[src/design/lobu_pkg.sv]
// shared types and constants for the limit order book update core
`timescale 1ns / 1ps
package lobu_pkg;

   localparam int ORDER_SLOTS_DEF = 1024;
   localparam int LEVEL_SLOTS_DEF = 256;

   localparam int REF_W      = 64;
   localparam int PRICE_W    = 32;
   localparam int QTY_W      = 32;
   localparam int REQ_DATA_W = 248;
   localparam int REQ_USER_W = 3;
   localparam int RSP_DATA_W = 104;
   localparam int RSP_USER_W = 4;

   typedef enum logic [2:0] {
      OP_ADD     = 3'd0,
      OP_EXEC    = 3'd1,
      OP_DELETE  = 3'd2,
      OP_REPLACE = 3'd3,
      OP_CLOCK   = 3'd4
   } op_type;

   typedef enum logic [3:0] {
      STS_OK           = 4'd0,
      STS_BAD_SIDE     = 4'd1,
      STS_ZERO_PRICE   = 4'd2,
      STS_ZERO_QTY     = 4'd3,
      STS_DUPLICATE    = 4'd4,
      STS_NOT_FOUND    = 4'd5,
      STS_EXCEEDS      = 4'd6,
      STS_OVERFLOW     = 4'd7,
      STS_INCONSISTENT = 4'd8,
      STS_FULL         = 4'd9
   } status_type;

   typedef struct packed {
      op_type              op;
      logic [REF_W-1:0]    order_ref;
      logic [REF_W-1:0]    new_order_ref;
      logic [1:0]          side;
      logic [PRICE_W-1:0]  price;
      logic [QTY_W-1:0]    qty;
      status_type          pre_status;
   } item_type;

   typedef struct packed {
      logic                valid;
      logic [REF_W-1:0]    key;
      logic                side;
      logic [PRICE_W-1:0]  price;
      logic [QTY_W-1:0]    shares;
   } order_entry_type;

   typedef struct packed {
      logic                valid;
      logic [PRICE_W-1:0]  price;
      logic [QTY_W-1:0]    qty;
   } level_entry_type;

endpackage

[src/design/lobu_front.sv]
// front end: accepts messages, classifies them and queues them for the engine
`timescale 1ns / 1ps
module lobu_front (
   input  logic                             clock,
   input  logic                             reset,
   input  logic                             enable,
   input  logic                             req_tvalid,
   output logic                             req_tready,
   // order_ref, new_order_ref, side, limit price, quantity, timestamp_ns, zero pad
   input  logic [lobu_pkg::REQ_DATA_W-1:0]  req_tdata,
   // op
   input  logic [lobu_pkg::REQ_USER_W-1:0]  req_tuser,
   output logic                             q_valid,
   output lobu_pkg::item_type               q_item,
   input  logic                             q_pop
);
   import lobu_pkg::*;

   item_type   q_ff [2];
   logic       wptr_ff, wptr_in;
   logic       rptr_ff, rptr_in;
   logic [1:0] cnt_ff, cnt_in;
   item_type   dec;
   logic       push;

   always_comb begin
      dec.order_ref     = req_tdata[63:0];
      dec.new_order_ref = req_tdata[127:64];
      dec.side          = req_tdata[129:128];
      dec.price         = req_tdata[161:130];
      dec.qty           = req_tdata[193:162];
      unique case (req_tuser)
         OP_ADD:     dec.op = OP_ADD;
         OP_EXEC:    dec.op = OP_EXEC;
         OP_DELETE:  dec.op = OP_DELETE;
         OP_REPLACE: dec.op = OP_REPLACE;
         default:    dec.op = OP_CLOCK;
      endcase
      // stateless checks of an add
      priority if (dec.side[1]) begin
         dec.pre_status = STS_BAD_SIDE;
      end else if (dec.price == '0) begin
         dec.pre_status = STS_ZERO_PRICE;
      end else if (dec.qty == '0) begin
         dec.pre_status = STS_ZERO_QTY;
      end else begin
         dec.pre_status = STS_OK;
      end
   end

   assign req_tready = enable && (cnt_ff != 2'd2);
   assign push       = req_tvalid && req_tready;
   assign q_valid    = (cnt_ff != 2'd0);
   assign q_item     = q_ff[rptr_ff];

   always_comb begin
      wptr_in = wptr_ff;
      rptr_in = rptr_ff;
      cnt_in  = cnt_ff;
      if (push) begin
         wptr_in = ~wptr_ff;
      end
      if (q_pop) begin
         rptr_in = ~rptr_ff;
      end
      if (push && !q_pop) begin
         cnt_in = cnt_ff + 2'd1;
      end else if (!push && q_pop) begin
         cnt_in = cnt_ff - 2'd1;
      end
   end

   always_ff @(posedge clock) begin
      if (reset) begin
         wptr_ff <= 1'b0;
         rptr_ff <= 1'b0;
         cnt_ff  <= 2'd0;
      end else begin
         wptr_ff <= wptr_in;
         rptr_ff <= rptr_in;
         cnt_ff  <= cnt_in;
      end
   end

   always_ff @(posedge clock) begin
      if (push) begin
         q_ff[wptr_ff] <= dec;
      end
   end

endmodule

[config.mk]
export PLATFORM = sky130hd
export DESIGN_NAME = lobu_front
export DESIGN_NICKNAME = d
export VERILOG_FILES = /design/src/design/lobu_pkg.sv /design/src/design/lobu_front.sv
export SDC_FILE = /design/constraint.sdc
export NUM_CORES = 1
export LEC_CHECK = 0
export BUFFER_PORTS_ARGS = -buffer_cell sky130_fd_sc_hd__buf_2
export CORE_MARGIN = 8
export CORE_UTILIZATION = 35
export CTS_CLUSTER_DIAMETER = 30
export CTS_CLUSTER_SIZE = 14
export DETAILED_ROUTE_END_ITERATION = 10
export SYNTH_ARGS = -nofsm -noshare
export SYNTH_HDL_FRONTEND = slang
export SYNTH_SLANG_ARGS = --single-unit
[constraint.sdc]
create_clock -name clock -period 22.2 [get_ports clock]
set_input_delay 4.44 -clock clock [delete_from_list [all_inputs] [get_ports clock]]
set_output_delay 4.44 -clock clock [all_outputs]
set_load 0.01 [all_outputs]
**Word-level counts from Yosys, hierarchy flattened**

Memories as Yosys holds them, arrays and structs flattened. A register that Yosys moved wholly into a read port is not among the register bits.
Cells that the tools add are included.

- Register bits after elaboration: 4
- Bits in latches: 0
- RAM bits: 398
- Memory bits (read-only): 0
- Input port bits: 256
- Output and inout port bits: 203
- Logic and storage cells: 33
- Memories kept: 1

- Add/subtract/negate cells: 2
- Multipliers: 0
- Div/mod/pow operators: 0
- Order comparisons: 0
- Eq/ne operators: 4
- Shift-type cells: 0
- Mux-type cells: 10
- Bitwise gates (word level): 2
- Reductions and logical operators: 11

Memories:

| memory | depth | width | rd ports | clocked after Yosys merged registers in | wr ports | line | text |
|---|---|---|---|---|---|---|---|
| q_ff | 2 | 199 | 1 | 1 | 1 | lobu_front.sv:19 | `item_type q_ff [2];` |

Operators by type and width:

| kind | number |
|---|---|
| $logic_not A32 Y1 | 2 |
| $pmux W3 S4 | 1 |
| $mux W2 | 5 |
| $eq A3 B2 Y1 const B | 2 |
| $logic_and A1 B1 Y1 | 4 |
| $mux W1 | 4 |
| $reduce_bool A2 Y1 | 2 |
| $eq A3 B1 Y1 const B | 1 |
| $logic_not A3 Y1 | 1 |
| $add A2 B1 Y2 const B | 1 |
| $logic_not A1 Y1 | 2 |
| $ne A2 B2 Y1 const B | 1 |
| $not A1 Y1 | 2 |
| $sub A2 B1 Y2 const B | 1 |

**Longest topological paths before layout**

- Depth after elaboration: 7
- Mapped depth: 7
- Mapped depth without buffers: 7

**Least setup slack after synthesis**

Ideal clock, no wire load.

- Kind: input-to-reg
- From: in enable
- To: mem q_ff[0][0] in the netlist's numbering (enable)
- Setup time: 762 ps
- Arrival time: 12874 ps
- Data required time: 21438 ps
- Setup slack: 8564 ps
- Stages: 2
- Buffers on the path: 0
- Cells stage by stage: o211ai_1 -> nor2_1

- Longest elaborated chain between the ends: 4

RTL lines:

| item | line | text |
|---|---|---|
| from (decl) | lobu_front.sv:6 | `input logic enable,` |
| $logic_and A1 B1 Y1 | lobu_front.sv:51 | `assign req_tready = enable && (cnt_ff != 2'd2);` |
| $logic_and A1 B1 Y1 | lobu_front.sv:52 | `assign push = req_tvalid && req_tready;` |
| $mux W1 | lobu_front.sv:86 | `if (push) begin` |
| $mux W1 (implied by the code) | lobu_front.sv:87 | `q_ff[wptr_ff] <= dec;` |
| to (decl) | lobu_front.sv:19 |  |

No other way between the ends.

**Worst setup path in the final report**

- From: in enable
- To: out req_tready

- Longest elaborated chain between the ends: 1

RTL lines:

| item | line | text |
|---|---|---|
| $logic_and A1 B1 Y1 | lobu_front.sv:51 |  |
| to (decl) | lobu_front.sv:8 | `output logic req_tready,` |

No other way between the ends.

==> impl_metrics.tcl <==
set metrics [dict create \
    dieArea_sq_mm 0.0503 \
    drt_iter0_drc 385 \
    ys_types 27 \
    gp_congestion 0.748 \
    rsz0062_at_grt "no" \
    cts_buffer_depth 3 \
    cts_root_buffer "clkbuf_16" \
    cts_buffers 88 \
    cp-end-kind "primary output" \
    die_w_um 224 \
    design_area_sq_mm 0.0208 \
    use_met3_pct 6.47 \
    cts_tree "yes" \
    grt_usage_pct 13.7 \
    setup_viol 0 \
    multiInputGateArea_sq_mm 0.00292 \
    min_path_type "flop to flop" \
    postRouteAntennaNets 0 \
    dp_cells 1649 \
    final_util_pct 48.4 \
    rows 76 \
    ys.flop_type "edfxtp_1" \
    synthCells 677 \
    post_cts_resized 0 \
    cts_sinks 403 \
    nFillCells 3719 \
    synth_edf_count 398 \
    die_h_um 224 \
    final_cells 1817 \
    arrival_ps 4840 \
    slew_violations 0 \
    synth_top_area_share_pct 78.7 \
    htreeDepth 3 \
    grt_pass1_wl_um 52500 \
    synth_most_common_cell "edfxtp_1" \
    fp.coreArea_sq_mm 0.0430 \
    synth_area_leaders "edfxtp_1, mux2_4, mux2_2, buf_6, dfxtp_1" \
    maxCapViolations 0 \
    path_class "input pin to primary output" \
    ios 459 \
    yosys_warnings 0 \
    grt_remaining_overflow 0 \
    dr.pass1.iters 5 \
    ys_ff_latch 403 \
    p_total_mw 2.36 \
    drive_above_1_share_pct 61.3 \
    clock_skew_ps 15.1 \
    grt_pass1_vias 8947 \
    fin_nets 1411 \
    synthTopCellsByCount "edfxtp_1, mux2_4, mux2_2" \
    setup_tns_ps 0 \
    postCtsHoldBufs 0 \
    drt_wl_total_um 35400 \
    start_util_pct 35.3 \
    start_kind "input pin" \
    area_delta_synth_final_pct 37.0 \
    yosysSeqAreaShare_pct 79.4 \
    wl_per_cell_um 19.5 \
    outcome "completed" \
    clk_pin_slew_ps 40 \
    p_per_area_mw_per_mm2 114 \
    hold_violations 0 \
    path_max_fanout 2 \
    hpwl_um 24000 \
    grt_max_degree 79 \
    grt.busiest_layer "met2" \
    p_leak_nw 7.98 \
    fin_crit_sh_pct 41.8 \
    numPortBuffers 402 \
    clk_latency_ps 590 \
    antenna_found_initial 6 \
    regArea_sq_mm 0.0121 \
    max_freq_mhz 108 \
    worst_pin_slew_ps 1150 \
    postPlaceCellArea_sq_mm 0.0178 \
    vias 8051 \
    cts_setup_buffers 0 \
    use_met2_pct 22.5 \
    use_met1_pct 15.5 \
    viasPerCell 4.43 \
    peakVddDrop_uv 79.3 \
    critical_path_required_ps 17760 \
    synth_area_per_cell_sq_um 22.4 \
    synth_area_sq_mm 0.0152 \
    period_needed_ps 9280 \
    yosys.area.top_type "edfxtp_1" \
    drc 0 \
    maxSlewHeadroom_pct 23.6 \
    async_flop_share_pct 0 \
]
-- worst paths after layout --
| path | from | to | slack (ps) | depth (start not counted) |
|---|---|---|---|---|
| max | enable | req_tready | 12920 | 3 |
| min | rptr_ff$_SDFFE_PP0P_ | rptr_ff$_SDFFE_PP0P_ | 520 | 2 |
| max reg2reg | cnt_ff[0]$_SDFFE_PP0P_ | q_ff[0][178]$_DFFE_PP_ | 19510 | 3 |
| min reg2reg | rptr_ff$_SDFFE_PP0P_ | rptr_ff$_SDFFE_PP0P_ | 520 | 2 |
-- report_power, final --
part           internal (mW)  total [mW]  switching (mW)
combinational         0.0893       0.190           0.100
sequential             0.882       0.893          0.0107
clock                  0.879        1.28           0.399
-- through the flow --
step                      worst slack, ps  hold WS [ps]
after CTS                           12920           527
after detailed placement            12920           513
final                               12920           522
after floorplan                      8560           462
after global routing                12850           555
after global placement              12900           505
-- cells by family (layout without fill, tap and decap cells) --
family,after synthesis,count (layout),share of synthesized area (%)
flip-flops,403,403,79.4
multiplexers,199,199,17.2
AND/OR/NAND/NOR,33,33,1.27
buffers and inverters,30,579,1.51
AO/OA/AOI/OAI,6,6,0.272
XOR/XNOR,4,4,0.231
adder cells (fa/ha/maj),1,1,0.0824
other,1,7,0.0247
-- placed cells by master, fill, tap and decap left out, types with 3 or more instances in the layout --
cell type   instances
buf_4               9
clkinvlp_4          6
mux2_2             99
mux2_4            100
inv_6               8
clkinv_1           13
nor2_1              5
nor4_1             15
dfxtp_1             4
buf_2             402
clkbuf_1           13
clkbuf_16          90
nand4_1             4
bufinv_16          12
clkinv_2           16
diode_2             5
inv_1               5
edfxtp_1          398
clkinv_4            3
-- metal layers --
layer | part of all wire, % | vias up
met4 | 1.8 | 4
met3 | 9.5 | 55
li1 | - | 3702
met5 | 0.071 | -
met2 | 49 | 333
met1 | 40 | 3957
-- sequential cells by signal, summed over array words and instances, names as in the netlist, named ones only --
| name | cells |
|---|---|
| cnt_ff | 2 |
| q_ff | 398 |
| rptr_ff | 1 |
| wptr_ff | 1 |
-- worst max-delay path, cell delays in order --
cell and delay [ps]:
buf_2 90, a21boi_0 160, buf_2 150
-- final cells by class --
cell class                      count  area share [%]
Sequential cell                   403            58.0
Multi-Input combinational cell    245            14.0
Clock buffer                      103            11.1
Timing Repair Buffer              411            10.0
Tap cell                          585            3.52
Clock inverter                     60            3.27
Inverter                            5          0.0902
Antenna cell                        5          0.0602
No activity file was read; power rests on OpenSTA's default activity.
